`config.mk`:
```
export PLATFORM = sky130hd
export DESIGN_NAME = infix_to_postfix_converter_flat
export DESIGN_NICKNAME = d
export VERILOG_FILES = /design/src/design/itp_pkg.sv /design/src/design/itp_in_if.sv /design/src/design/itp_out_if.sv /design/src/design/infix_to_postfix_converter.sv /design/src/flat_wrapper.sv
export SDC_FILE = /design/constraint.sdc
export NUM_CORES = 1
export LEC_CHECK = 0
export ABC_AREA = 1
export BUFFER_PORTS_ARGS = -buffer_cell sky130_fd_sc_hd__buf_2
export CAP_MARGIN = 20
export CORE_MARGIN = 5
export CORE_UTILIZATION = 67
export CTS_CLUSTER_DIAMETER = 150
export DETAILED_ROUTE_END_ITERATION = 12
export PLACE_DENSITY = 0.84
export SYNTH_ARGS = -nofsm -noshare
export SYNTH_HDL_FRONTEND = slang
export SYNTH_SLANG_ARGS = --single-unit
```
`constraint.sdc`:
```
create_clock -name clk -period 6 [get_ports clk]
set_input_delay 0.3 -clock clk [delete_from_list [all_inputs] [get_ports clk]]
set_output_delay 0.3 -clock clk [all_outputs]
set_load 0.05 [all_outputs]
```
`src/design/itp_pkg.sv`:
```
// ----------------------------------------------------------------------------
// itp_pkg
// Shared types, character codes and helper functions for the infix to
// postfix converter.
// ----------------------------------------------------------------------------
package itp_pkg;

  // Operator stack depth and derived widths
  localparam int STACK_DEPTH = 32;
  localparam int CNT_W       = $clog2(STACK_DEPTH + 1);
  localparam int IDX_W       = (STACK_DEPTH > 1) ? $clog2(STACK_DEPTH) : 1;

  // Characters with a role of their own
  localparam logic [7:0] CH_LPAREN = 8'h28;
  localparam logic [7:0] CH_RPAREN = 8'h29;
  localparam logic [7:0] CH_PLUS   = 8'h2B;
  localparam logic [7:0] CH_MINUS  = 8'h2D;
  localparam logic [7:0] CH_STAR   = 8'h2A;
  localparam logic [7:0] CH_SLASH  = 8'h2F;
  localparam logic [7:0] CH_CARET  = 8'h5E;
  localparam logic [7:0] CH_LOW_A  = 8'h61;
  localparam logic [7:0] CH_LOW_Z  = 8'h7A;
  localparam logic [7:0] CASE_BIT  = 8'h20;

  typedef enum logic [1:0] {
    ERR_NONE      = 2'd0,
    ERR_FULL      = 2'd1,
    ERR_UNMATCHED = 2'd2
  } err_t;

  // Input word
  typedef struct packed {
    logic [7:0] in_char;
    logic       in_last;
  } in_word_t;

  // Output word
  typedef struct packed {
    logic [7:0] out_char;
    logic       has_char;
    logic       out_last;
    logic [1:0] error_code;
  } out_word_t;

  // Operator precedence: '(' 0, +- 1, */ 2, ^ 3, anything else 4
  function automatic logic [2:0] prec_of(input logic [7:0] c);
    logic [2:0] p;
    p = 3'd4;
    if (c == CH_LPAREN) p = 3'd0;
    else if (c == CH_PLUS || c == CH_MINUS) p = 3'd1;
    else if (c == CH_STAR || c == CH_SLASH) p = 3'd2;
    else if (c == CH_CARET) p = 3'd3;
    return p;
  endfunction

  // A-Z or a-z
  function automatic logic is_letter(input logic [7:0] c);
    logic [7:0] l;
    l = c | CASE_BIT;
    return (l >= CH_LOW_A) && (l <= CH_LOW_Z);
  endfunction

endpackage

```
`src/design/itp_in_if.sv`:
```
// ----------------------------------------------------------------------------
// itp_in_if
// Valid/ready channel carrying infix input words.
// ----------------------------------------------------------------------------
interface itp_in_if;
  logic             valid;
  logic             ready;
  itp_pkg::in_word_t data;

  modport source (output valid, output data, input ready);
  modport sink   (input valid, input data, output ready);
endinterface

```
`src/design/itp_out_if.sv`:
```
// ----------------------------------------------------------------------------
// itp_out_if
// Valid/ready channel carrying postfix output words.
// ----------------------------------------------------------------------------
interface itp_out_if;
  logic              valid;
  logic              ready;
  itp_pkg::out_word_t data;

  modport source (output valid, output data, input ready);
  modport sink   (input valid, input data, output ready);
endinterface

```
`src/design/infix_to_postfix_converter.sv`:
```
// ----------------------------------------------------------------------------
// infix_to_postfix_converter
// Shunting-yard converter: one infix character in, postfix characters out.
// ----------------------------------------------------------------------------
// One character is taken per input word and the block then stays busy until
// that character is fully handled. A word passes through accept, decide and
// release; while deciding, each character popped off the stack is sent out
// in turn, and a ')' that meets its '(' discards it as the decision ends. The
// word marked last then has its stack flushed character by character, and the
// flush closes before release. Output back-pressure holds any of these steps.
// The pace is set by the single operator stack, which is read or written
// once per cycle under the sequencer. Each result is held one step in a
// staging register so that the final one can be marked last; a word that
// yields nothing on the last character gives a marker with has_char low.
// A push onto a full stack is dropped and reported as error 1, a ')' with no
// matching '(' as error 2. No clearing pass is needed after reset.
// ----------------------------------------------------------------------------
module infix_to_postfix_converter (
  input  logic clk,
  input  logic rst,
  itp_in_if.sink    in_word,
  itp_out_if.source out_word
);

  typedef enum logic [3:0] {
    S_IDLE  = 4'b0001,
    S_WORK  = 4'b0010,
    S_FLUSH = 4'b0100,
    S_DONE  = 4'b1000
  } state_t;

  state_t                       state, state_next;
  logic [7:0]                   cur_char;
  logic                         cur_last;
  logic [itp_pkg::CNT_W-1:0]    count;
  logic [7:0]                   stack [itp_pkg::STACK_DEPTH];
  logic [7:0]                   top;
  logic                         pend_valid;
  itp_pkg::out_word_t           pend;
  logic                         obuf_valid;
  itp_pkg::out_word_t           obuf;

  logic                         obuf_free, slot_ok, not_full;
  logic [itp_pkg::IDX_W-1:0]    below_idx;
  logic                         gen_valid, do_push, do_pop, load_obuf, pend_clear;
  itp_pkg::out_word_t           gen, obuf_in;
  state_t                       after_work;

  assign in_word.ready  = (state == S_IDLE);
  assign out_word.valid = obuf_valid;
  assign out_word.data  = obuf;

  assign obuf_free  = !obuf_valid || out_word.ready;
  assign slot_ok    = !pend_valid || obuf_free;
  assign not_full   = count < itp_pkg::CNT_W'(itp_pkg::STACK_DEPTH);
  assign below_idx  = itp_pkg::IDX_W'(count - itp_pkg::CNT_W'(2));
  assign after_work = cur_last ? S_FLUSH : S_DONE;

  // Sequencer: one stack action and at most one result per cycle
  always_comb begin
    state_next = state;
    gen_valid  = 1'b0;
    gen        = '0;
    do_push    = 1'b0;
    do_pop     = 1'b0;
    load_obuf  = 1'b0;
    pend_clear = 1'b0;
    obuf_in    = pend;
    case (state)
      S_IDLE: begin
        if (in_word.valid) state_next = S_WORK;
      end
      S_WORK: begin
        if (itp_pkg::is_letter(cur_char)) begin
          if (slot_ok) begin
            gen_valid    = 1'b1;
            gen.out_char = cur_char;
            gen.has_char = 1'b1;
            state_next   = after_work;
          end
        end else if (cur_char == itp_pkg::CH_LPAREN) begin
          if (not_full) begin
            do_push    = 1'b1;
            state_next = after_work;
          end else if (slot_ok) begin
            gen_valid      = 1'b1;
            gen.error_code = itp_pkg::ERR_FULL;
            state_next     = after_work;
          end
        end else if (cur_char == itp_pkg::CH_RPAREN) begin
          if (count == '0) begin
            if (slot_ok) begin
              gen_valid      = 1'b1;
              gen.error_code = itp_pkg::ERR_UNMATCHED;
              state_next     = after_work;
            end
          end else if (top == itp_pkg::CH_LPAREN) begin
            do_pop     = 1'b1;
            state_next = after_work;
          end else if (slot_ok) begin
            do_pop       = 1'b1;
            gen_valid    = 1'b1;
            gen.out_char = top;
            gen.has_char = 1'b1;
          end
        end else begin
          // operator: pop while its precedence does not exceed the top's
          if (count != '0 &&
              itp_pkg::prec_of(cur_char) <= itp_pkg::prec_of(top)) begin
            if (slot_ok) begin
              do_pop       = 1'b1;
              gen_valid    = 1'b1;
              gen.out_char = top;
              gen.has_char = 1'b1;
            end
          end else if (not_full) begin
            do_push    = 1'b1;
            state_next = after_work;
          end else if (slot_ok) begin
            gen_valid      = 1'b1;
            gen.error_code = itp_pkg::ERR_FULL;
            state_next     = after_work;
          end
        end
      end
      S_FLUSH: begin
        if (count != '0) begin
          if (slot_ok) begin
            do_pop       = 1'b1;
            gen_valid    = 1'b1;
            gen.out_char = top;
            gen.has_char = 1'b1;
          end
        end else begin
          state_next = S_DONE;
        end
      end
      S_DONE: begin
        // release the staged result, marking it last where it ends the expression
        if (pend_valid) begin
          if (obuf_free) begin
            load_obuf        = 1'b1;
            pend_clear       = 1'b1;
            obuf_in.out_last = cur_last;
            state_next       = S_IDLE;
          end
        end else if (cur_last) begin
          if (obuf_free) begin
            load_obuf        = 1'b1;
            obuf_in          = '0;
            obuf_in.out_last = 1'b1;
            state_next       = S_IDLE;
          end
        end else begin
          state_next = S_IDLE;
        end
      end
      default: state_next = S_IDLE;
    endcase
    // a new result pushes the staged one out
    if (gen_valid && pend_valid) load_obuf = 1'b1;
  end

  // Control registers
  always_ff @(posedge clk) begin
    if (rst) begin
      state      <= S_IDLE;
      count      <= '0;
      pend_valid <= 1'b0;
      obuf_valid <= 1'b0;
    end else begin
      state <= state_next;
      if (do_push) count <= count + itp_pkg::CNT_W'(1);
      else if (do_pop) count <= count - itp_pkg::CNT_W'(1);
      if (gen_valid) pend_valid <= 1'b1;
      else if (pend_clear) pend_valid <= 1'b0;
      if (load_obuf) obuf_valid <= 1'b1;
      else if (out_word.ready) obuf_valid <= 1'b0;
    end
  end

  // Payload registers and operator stack
  always_ff @(posedge clk) begin
    if (state == S_IDLE && in_word.valid) begin
      cur_char <= in_word.data.in_char;
      cur_last <= in_word.data.in_last;
    end
    if (do_push) stack[count[itp_pkg::IDX_W-1:0]] <= cur_char;
    // top of stack held in a register; a pop reloads it from the entry beneath
    if (do_push) top <= cur_char;
    else if (do_pop && count > itp_pkg::CNT_W'(1)) top <= stack[below_idx];
    if (gen_valid) pend <= gen;
    if (load_obuf) obuf <= obuf_in;
  end

endmodule

```
`src/flat_wrapper.sv`:
```
// flat-port wrapper written by rule: the top's interface ports become plain ports
module infix_to_postfix_converter_flat 
  (clk, rst, in_word_valid, in_word_data, in_word_ready, out_word_valid, out_word_data, out_word_ready);
  itp_in_if in_word_i ();
  itp_out_if out_word_i ();
  input  logic clk;
  input  logic rst;
  input wire logic [$bits(in_word_i.valid)-1:0] in_word_valid;
  input wire logic [$bits(in_word_i.data)-1:0] in_word_data;
  output wire logic [$bits(in_word_i.ready)-1:0] in_word_ready;
  output wire logic [$bits(out_word_i.valid)-1:0] out_word_valid;
  output wire logic [$bits(out_word_i.data)-1:0] out_word_data;
  input wire logic [$bits(out_word_i.ready)-1:0] out_word_ready;
  assign in_word_i.valid = in_word_valid;
  assign in_word_i.data = in_word_data;
  assign in_word_ready = in_word_i.ready;
  assign out_word_valid = out_word_i.valid;
  assign out_word_data = out_word_i.data;
  assign out_word_i.ready = out_word_ready;
  infix_to_postfix_converter u_core (.clk(clk), .rst(rst), .in_word(in_word_i), .out_word(out_word_i));
endmodule
```
# After elaboration in Yosys (flattened, before gate mapping)
# Memory sizes are Yosys's and may differ from the RTL's.
# Index checks and enable logic that the tools add are counted.
# W data, S select, Z words.
dict set report totals {
  register_bits 52
  elab_cells 160
  n_memories 1
  in_bits 13
  output_inout_bits 14
  ramBits 256
}
dict set report classes {
  reduce_logical 21
  eq_ne 21
  n_lt_le_gt_ge 5
  n_mux 94
  add_sub_neg 3
  bitwise_logic 1
}
# memory words width rd rd_ports_with_merged_regs write_ports line
set mem_list {}
lappend mem_list {u_core.stack 32 8 1 0 1 infix_to_postfix_converter.sv:36} ;# logic [7:0] stack [itp_pkg::STACK_DEPTH];
# cell n
set ops {}
lappend ops {{$mux W9} 10}
lappend ops {{$eq A8 B6 Y1 const B} 11}
lappend ops {{$mux W4} 14}
lappend ops {{$mux W3} 15}
lappend ops {{$mux W1} 37}
lappend ops {{$mux W12} 3}
lappend ops {{$pmux W9 S2} 1}
lappend ops {{$eq A8 B7 Y1 const B} 2}
lappend ops {{$mux W8} 2}
lappend ops {{$pmux W4 S4} 1}
lappend ops {{$mux W2} 7}
lappend ops {{$mux W6} 2}
lappend ops {{$ge A8 B7 Y1 const B} 1}
lappend ops {{$le A8 B7 Y1 const B} 1}
lappend ops {{$reduce_bool A2 Y1} 4}
lappend ops {{$add A6 B1 Y6 const B} 1}
lappend ops {{$gt A6 B1 Y1 const B} 1}
lappend ops {{$logic_not A6 Y1} 1}
lappend ops {{$logic_or A1 B1 Y1} 6}
lappend ops {{$lt A6 B6 Y1 const B} 1}
lappend ops {{$ne A6 B4 Y1 const B} 1}
lappend ops {{$reduce_bool A6 Y1} 1}
lappend ops {{$sub A6 B1 Y6 const B} 1}
lappend ops {{$logic_and A1 B1 Y1} 5}
lappend ops {{other kinds (13)} 16}

# Longest topological paths before layout
dict set report logic_depth {
  ltp_word 19
  mapped_depth 21
  depth_no_buf 21
}

# Least setup slack after synthesis
# OpenSTA, ideal clock, no wires.
dict set report synth_path {
  path_kind {register to register}
  startpoint {register u_core.cur_char[2]}
  endpoint {register u_core.obuf (netlist bit u_core.out_word.data[0]), enable pin}
  setup_ns 0.350
  arrival_ns 2.913
  t_required_ns 5.650
  setup_slack_ns 2.737
  path_stages_with_launch 18
  cell_sequence {edfxtp_1 nand2_1 nor2_1 nand4_1 nand2_1 nor2_1 ha_1 a21oi_1 nand2_1 nand2_1 nand3_1 nand3_1 nand2_1 nand2_1 nand2_1 nand2_1 nand2_1 nand2_1}
}
dict set report synth_via {
  elab_chain_cells 17
  word_cells_on_any_way 28
}
# element line
set synth_rtl {}
lappend synth_rtl {{start, declared} infix_to_postfix_converter.sv:33} ;# logic [7:0] cur_char;
lappend synth_rtl {{start signal, assigned} infix_to_postfix_converter.sv:185} ;# cur_char <= in_word.data.in_char;
lappend synth_rtl {{$eq A8 B7 Y1 or $eq A8 B6 Y1 (tied branches)} {itp_pkg.sv:52, itp_pkg.sv:51}}
lappend synth_rtl {{$mux W3 or $logic_or A1 B1 Y1 (tied branches)} {itp_pkg.sv:52, itp_pkg.sv:51}}
lappend synth_rtl {{$mux W3} itp_pkg.sv:51} ;# else if (c == CH_STAR || c == CH_SLASH) p = 3'd2;
lappend synth_rtl {{$mux W3} itp_pkg.sv:50} ;# else if (c == CH_PLUS || c == CH_MINUS) p = 3'd1;
lappend synth_rtl {{$mux W3} infix_to_postfix_converter.sv:90} ;# end else if (cur_char == itp_pkg::CH_RPAREN) begin
lappend synth_rtl {{$mux W3} infix_to_postfix_converter.sv:81} ;# end else if (cur_char == itp_pkg::CH_LPAREN) begin
lappend synth_rtl {{$mux W3} infix_to_postfix_converter.sv:74} ;# if (itp_pkg::is_letter(cur_char)) begin
lappend synth_rtl {{$mux W3} infix_to_postfix_converter.sv:69} ;# case (state)
lappend synth_rtl {{[... 3 more ...]} --}
lappend synth_rtl {{$mux W1} infix_to_postfix_converter.sv:90}
lappend synth_rtl {{$mux W1} infix_to_postfix_converter.sv:81}
lappend synth_rtl {{$mux W1 *} infix_to_postfix_converter.sv:74}
lappend synth_rtl {{$pmux W1 S2 *} infix_to_postfix_converter.sv:69}
lappend synth_rtl {{via u_core.gen_valid} infix_to_postfix_converter.sv:45} ;# logic gen_valid, do_push, do_pop, load_obuf, pend_clear;
lappend synth_rtl {{$logic_and A1 B1 Y1 *} infix_to_postfix_converter.sv:161} ;# if (gen_valid && pend_valid) load_obuf = 1'b1;
lappend synth_rtl {{$mux W1 *} infix_to_postfix_converter.sv:161}
lappend synth_rtl {{via u_core.load_obuf} infix_to_postfix_converter.sv:45}
lappend synth_rtl {{end signal, assigned} infix_to_postfix_converter.sv:193} ;# if (load_obuf) obuf <= obuf_in;
lappend synth_rtl {{end, declared} infix_to_postfix_converter.sv:41} ;# itp_pkg::out_word_t obuf;
# Mark *: on every way through the listed nets, which the timed path passes. The rest lies on a longest branch. The select of a mux whose other input is x is not followed.
# A chain may end at the register's enable or synchronous reset.

# Final worst setup path
dict set report layout_path {
  startpoint {register u_core.cur_char[7]}
  endpoint {memory u_core.stack[4][3], enable pin}
}
dict set report layout_via {
  elab_chain_cells 17
  word_cells_on_any_way 28
}
# element line
set layout_rtl {}
lappend layout_rtl {{$eq A8 B7 Y1 or $eq A8 B6 Y1 (tied branches)} {itp_pkg.sv:52, itp_pkg.sv:51}}
lappend layout_rtl {{$mux W3 or $logic_or A1 B1 Y1 (tied branches)} {itp_pkg.sv:52, itp_pkg.sv:51}}
lappend layout_rtl {{$mux W3} itp_pkg.sv:51}
lappend layout_rtl {{$mux W3} itp_pkg.sv:50}
lappend layout_rtl {{$mux W3} infix_to_postfix_converter.sv:90}
lappend layout_rtl {{$mux W3} infix_to_postfix_converter.sv:81}
lappend layout_rtl {{$mux W3} infix_to_postfix_converter.sv:74}
lappend layout_rtl {{$mux W3} infix_to_postfix_converter.sv:69}
lappend layout_rtl {{$le A3 B3 Y1} infix_to_postfix_converter.sv:109} ;# itp_pkg::prec_of(cur_char) <= itp_pkg::prec_of(top)) begin
lappend layout_rtl {{$logic_and A1 B1 Y1} infix_to_postfix_converter.sv:108} ;# if (count != '0 &&
lappend layout_rtl {{$mux W1} infix_to_postfix_converter.sv:108}
lappend layout_rtl {{$mux W1} infix_to_postfix_converter.sv:90}
lappend layout_rtl {{$mux W1} infix_to_postfix_converter.sv:81}
lappend layout_rtl {{$mux W1 *} infix_to_postfix_converter.sv:74}
lappend layout_rtl {{$mux W1 *} infix_to_postfix_converter.sv:69}
lappend layout_rtl {{$mux W1 *} infix_to_postfix_converter.sv:188} ;# if (do_push) stack[count[itp_pkg::IDX_W-1:0]] <= cur_char;
lappend layout_rtl {{$mux W1 (not written as such) *} infix_to_postfix_converter.sv:188}
lappend layout_rtl {{end, declared} infix_to_postfix_converter.sv:36}
# Mark *: on every way between the ends. The rest lies on a longest branch, timed or not. The select of a mux whose other input is x is not followed.

==> impl_metrics.sql <==
INSERT INTO impl_metrics (metric_group, metric, value, unit) VALUES
('logic_synthesis', 'netlist_area', '13200', 'um^2'),
('layout', 'drive_above_1_share', '0.103', ''),
('sta', 'grt_setup_unrepaired', 'no', ''),
('clock_tree', 'tritoncts_num_sinks', '308', ''),
('logic_synthesis', 'yosys.cell_types.count', '40', ''),
('clock_tree', 'h-tree-depth', '1', ''),
('sta', 'min_period_over_period', '0.645', ''),
('grt', 'grt_pass1_vias', '8723', ''),
('clock_tree', 'clock_tree.root_cell', 'clkbuf_16', ''),
('route', 'routed-wl-met2', '14.7', 'mm'),
('critical_path', 'timing.setup.critical_path_class', 'register to register', ''),
('critical_path', 'cp_cell_sequence', 'buf_4 > inv_2 > nand2_1 > nor2_1 > nand4_1 > nand2_1 > nor2_1 > ha_1 > nand3b_1 > nand2_1 > nand2_1 > nand2_1 > nor2_1 > nor2_4 > nand3_4 > clkinv_4 > nand2_2 > nor2_1', ''),
('floorplanning', 'floorplan.io_pins', '27', ''),
('grt', 'number_of_antenna_violations_at_the_first_check_in_global_routing', '0', ''),
('run_status', 'status', 'finished clean', ''),
('power', 'totalPowerFinal', '6.09', 'mW'),
('route', 'routed-via-count', '9392', ''),
('power', 'power.ir.vdd_worst', '0.000355', 'V'),
('logic_synthesis', 'synth_edf_count', '296', ''),
('logic_synthesis', 'post-synth-top-area-cell', 'edfxtp_1', ''),
('critical_path', 'critical-path-slowest-cell', 'nor2_1', ''),
('clock_tree', 'number_of_buffers_created_by_cts', '30', ''),
('route', 'avgRoutedWirePerCell', '21.4', 'um'),
('floorplanning', 'fp.dieW', '150', 'um'),
('critical_path', 'critical-path-max-stage-delay', '0.66', 'ns'),
('placement', 'gp_routability_congestion', '0.975', ''),
('grt', 'grt_pass1_wl', '48.3', 'mm'),
('critical_path', 'crit_path_frequent_cell', 'nand2_1', ''),
('logic_synthesis', 'mappedNetlistNets', '1176', ''),
('floorplanning', 'fp-row-count', '51', ''),
('min_path', 'tightest_hold_check_type', 'input port to register', ''),
('placement', 'place.port_buffers', '26', ''),
('clock_tree', 'post-cts-setup-buffers', '0', ''),
('logic_synthesis', 'synthesis.area_per_instance', '11.5', 'um^2'),
('clock_tree', 'tritoncts', 'done', ''),
('logic_synthesis', 'library_cell_with_the_highest_instance_count_after_synthesis', 'edfxtp_1', ''),
('logic_synthesis', 'sequential_fraction_of_the_synthesis_area', '0.690', ''),
('critical_path', 'cp.buffers_inverters', '3', ''),
('route', 'met1_length', '11.8', 'mm'),
('logic_synthesis', 'synth.top_cells.by_area', 'edfxtp_1 67%, nor2_1 6.0%, o21ai_0 5.6%, nand2_1 3.6%, o22ai_1 1.9%', ''),
('route', 'wirelength', '31.4', 'mm'),
('critical_path', 'worst-endpoint-required', '6.18', 'ns'),
('floorplanning', 'initial_utilization', '0.679', ''),
('route', 'route.detailed.vias_per_inst', '6.42', ''),
('route', 'wl_met3', '3.66', 'mm'),
('route', 'ant_nets', '0', ''),
('logic_synthesis', 'post_synth_inst_count', '1153', ''),
('grt', 'grt.total_usage', '0.281', ''),
('layout', 'nets', '1198', ''),
('logic_synthesis', 'synth_top_flop_cell', 'edfxtp_1', ''),
('route', 'remaining_drcs', '0', ''),
('clock_tree', 'path_clk_slew', '0.06', 'ns'),
('logic_synthesis', 'synthesis.yosys.warnings', '0', ''),
('sta', 'max-slew-margin-rel', '0.317', ''),
('logic_synthesis', 'netlist.area_leader.share', '0.672', ''),
('job', 'drv.max_cap_violation_count', '0', ''),
('sta', 'maximum_clock_skew_at_final_layout', '0.0169', 'ns'),
('route', 'highest_routed_metal_layer', 'met4', ''),
('route', '1st_iter_drt_viols', '1432', ''),
('sta', 'fin_tns_setup', '0', 'ns'),
('power', 'power_density', '415', 'nW/um^2'),
('clock_tree', 'cts.path.max_buffers', '3', ''),
('critical_path', 'cpLargestDelayFamily', 'simple AND/OR/NAND/NOR gates', ''),
('grt', 'grt_start_max_net_pins', '133', ''),
('layout', 'antenna_cells', '0', ''),
('sta', 'achievable-frequency', '259', 'MHz'),
('sta', 'final_hold_viol_count', '0', ''),
('grt', 'grt-ovfl-total', '0', ''),
('logic_synthesis', 'synth_top_cells_by_count', '296 x edfxtp_1, 212 x nor2_1, 149 x o21ai_0, 128 x nand2_1, 58 x inv_1', ''),
('critical_path', 'timing.critical_path.to_type', 'register', ''),
('floorplanning', 'dieArea', '22600', 'um^2');
## cell usage in the layout (no fill, tap or decap), types with 26 or more instances in the layout
cell       Yosys  routed
edfxtp_1     296     296
nor2_1       212     212
o21ai_0      149     149
nand2_1      128     128
inv_1         58      58
nand3_1       41      41
o22ai_1       41      41
clkbuf_16      0      31
o21ai_1       26      26
buf_2         15      26
## per-layer routing
| metal | track usage | vias to the layer above |
|---|---|---|
| met2 | 0.444 | 637 |
| met5 | 0 | - |
| li1 | - | 4189 |
| met1 | 0.402 | 4449 |
| met3 | 0.0485 | 117 |
| met4 | 0.0965 | 0 |
## state kept, by name, indices dropped and copies added, names as in the netlist
register,cells
u_core.stack,256
u_core.out_word.data,12
u_core.pend,11
u_core.cur_char,8
u_core.top,8
u_core.count,6
u_core.state,4
u_core.cur_last,1
u_core.out_word.valid,1
u_core.pend_valid,1
## per-stage QoR
step | hold slack (ns) | utilization | worst slack (ns) | cell area [um^2] | cells
after global placement | 0.477 | 0.694 | 2.38 | 13500 | 1396
final | 0.0386 | 0.753 | 2.13 | 14700 | 1463
after global routing | 0.0355 | 0.753 | 1.81 | 14700 | 1463
after floorplan | 0.399 | - | 2.74 | 13200 | 1153
after detailed placement | 0.478 | 0.694 | 2.24 | 13500 | 1396
after CTS | 0.0292 | 0.749 | 2.20 | 14600 | 1460
## report_power, final
group	internal, mW	switching (mW)
clock	1.07	0.786
combinational	0.454	1.17
sequential	2.54	0.0671
## final timing paths
check / start / to / slack [ns] / depth (start not counted)
setup / recovery: u_core.cur_char[7]$_DFFE_PP_ / u_core.stack[4][3]$_DFFE_PP_ / 2.13 / 18
hold / removal: rst / u_core.count[0]$_SDFFE_PP0P_ / 0.04 / 2
setup reg to reg: u_core.cur_char[7]$_DFFE_PP_ / u_core.stack[4][3]$_DFFE_PP_ / 2.13 / 18
hold reg to reg: u_core.pend[10]$_DFFE_PP_ / u_core.out_word.data[10]$_DFFE_PP_ / 0.50 / 2
## logic make-up (layout without fill, tap and decap cells)
group           after synthesis  after routing  share of synthesized area
buf+inv                     127            172                     0.0404
flops                       308            308                      0.690
compound gates              277            277                      0.118
fa+ha+maj                    10             10                    0.00946
xor+xnor                      8              8                    0.00587
simple gates                423            423                      0.136
## what timing repair did
| action | 4_1_cts | 5_1_grt |
|---|---|---|
| hold buffers | 9 | 0 |
| endpoints found under the hold margin | 9 | 0 |
| gates resized for setup | 0 | 0 |
## area by class of cell
cell class,instances,area (um^2)
Sequential cell,308,9130
Fill cell,1169,4800
Multi-Input combinational cell,718,3560
Clock buffer,34,787
Timing Repair Buffer,50,393
Tap cell,265,332
Inverter,67,258
Clock inverter,21,199
(Power assumes the default switching activity.)
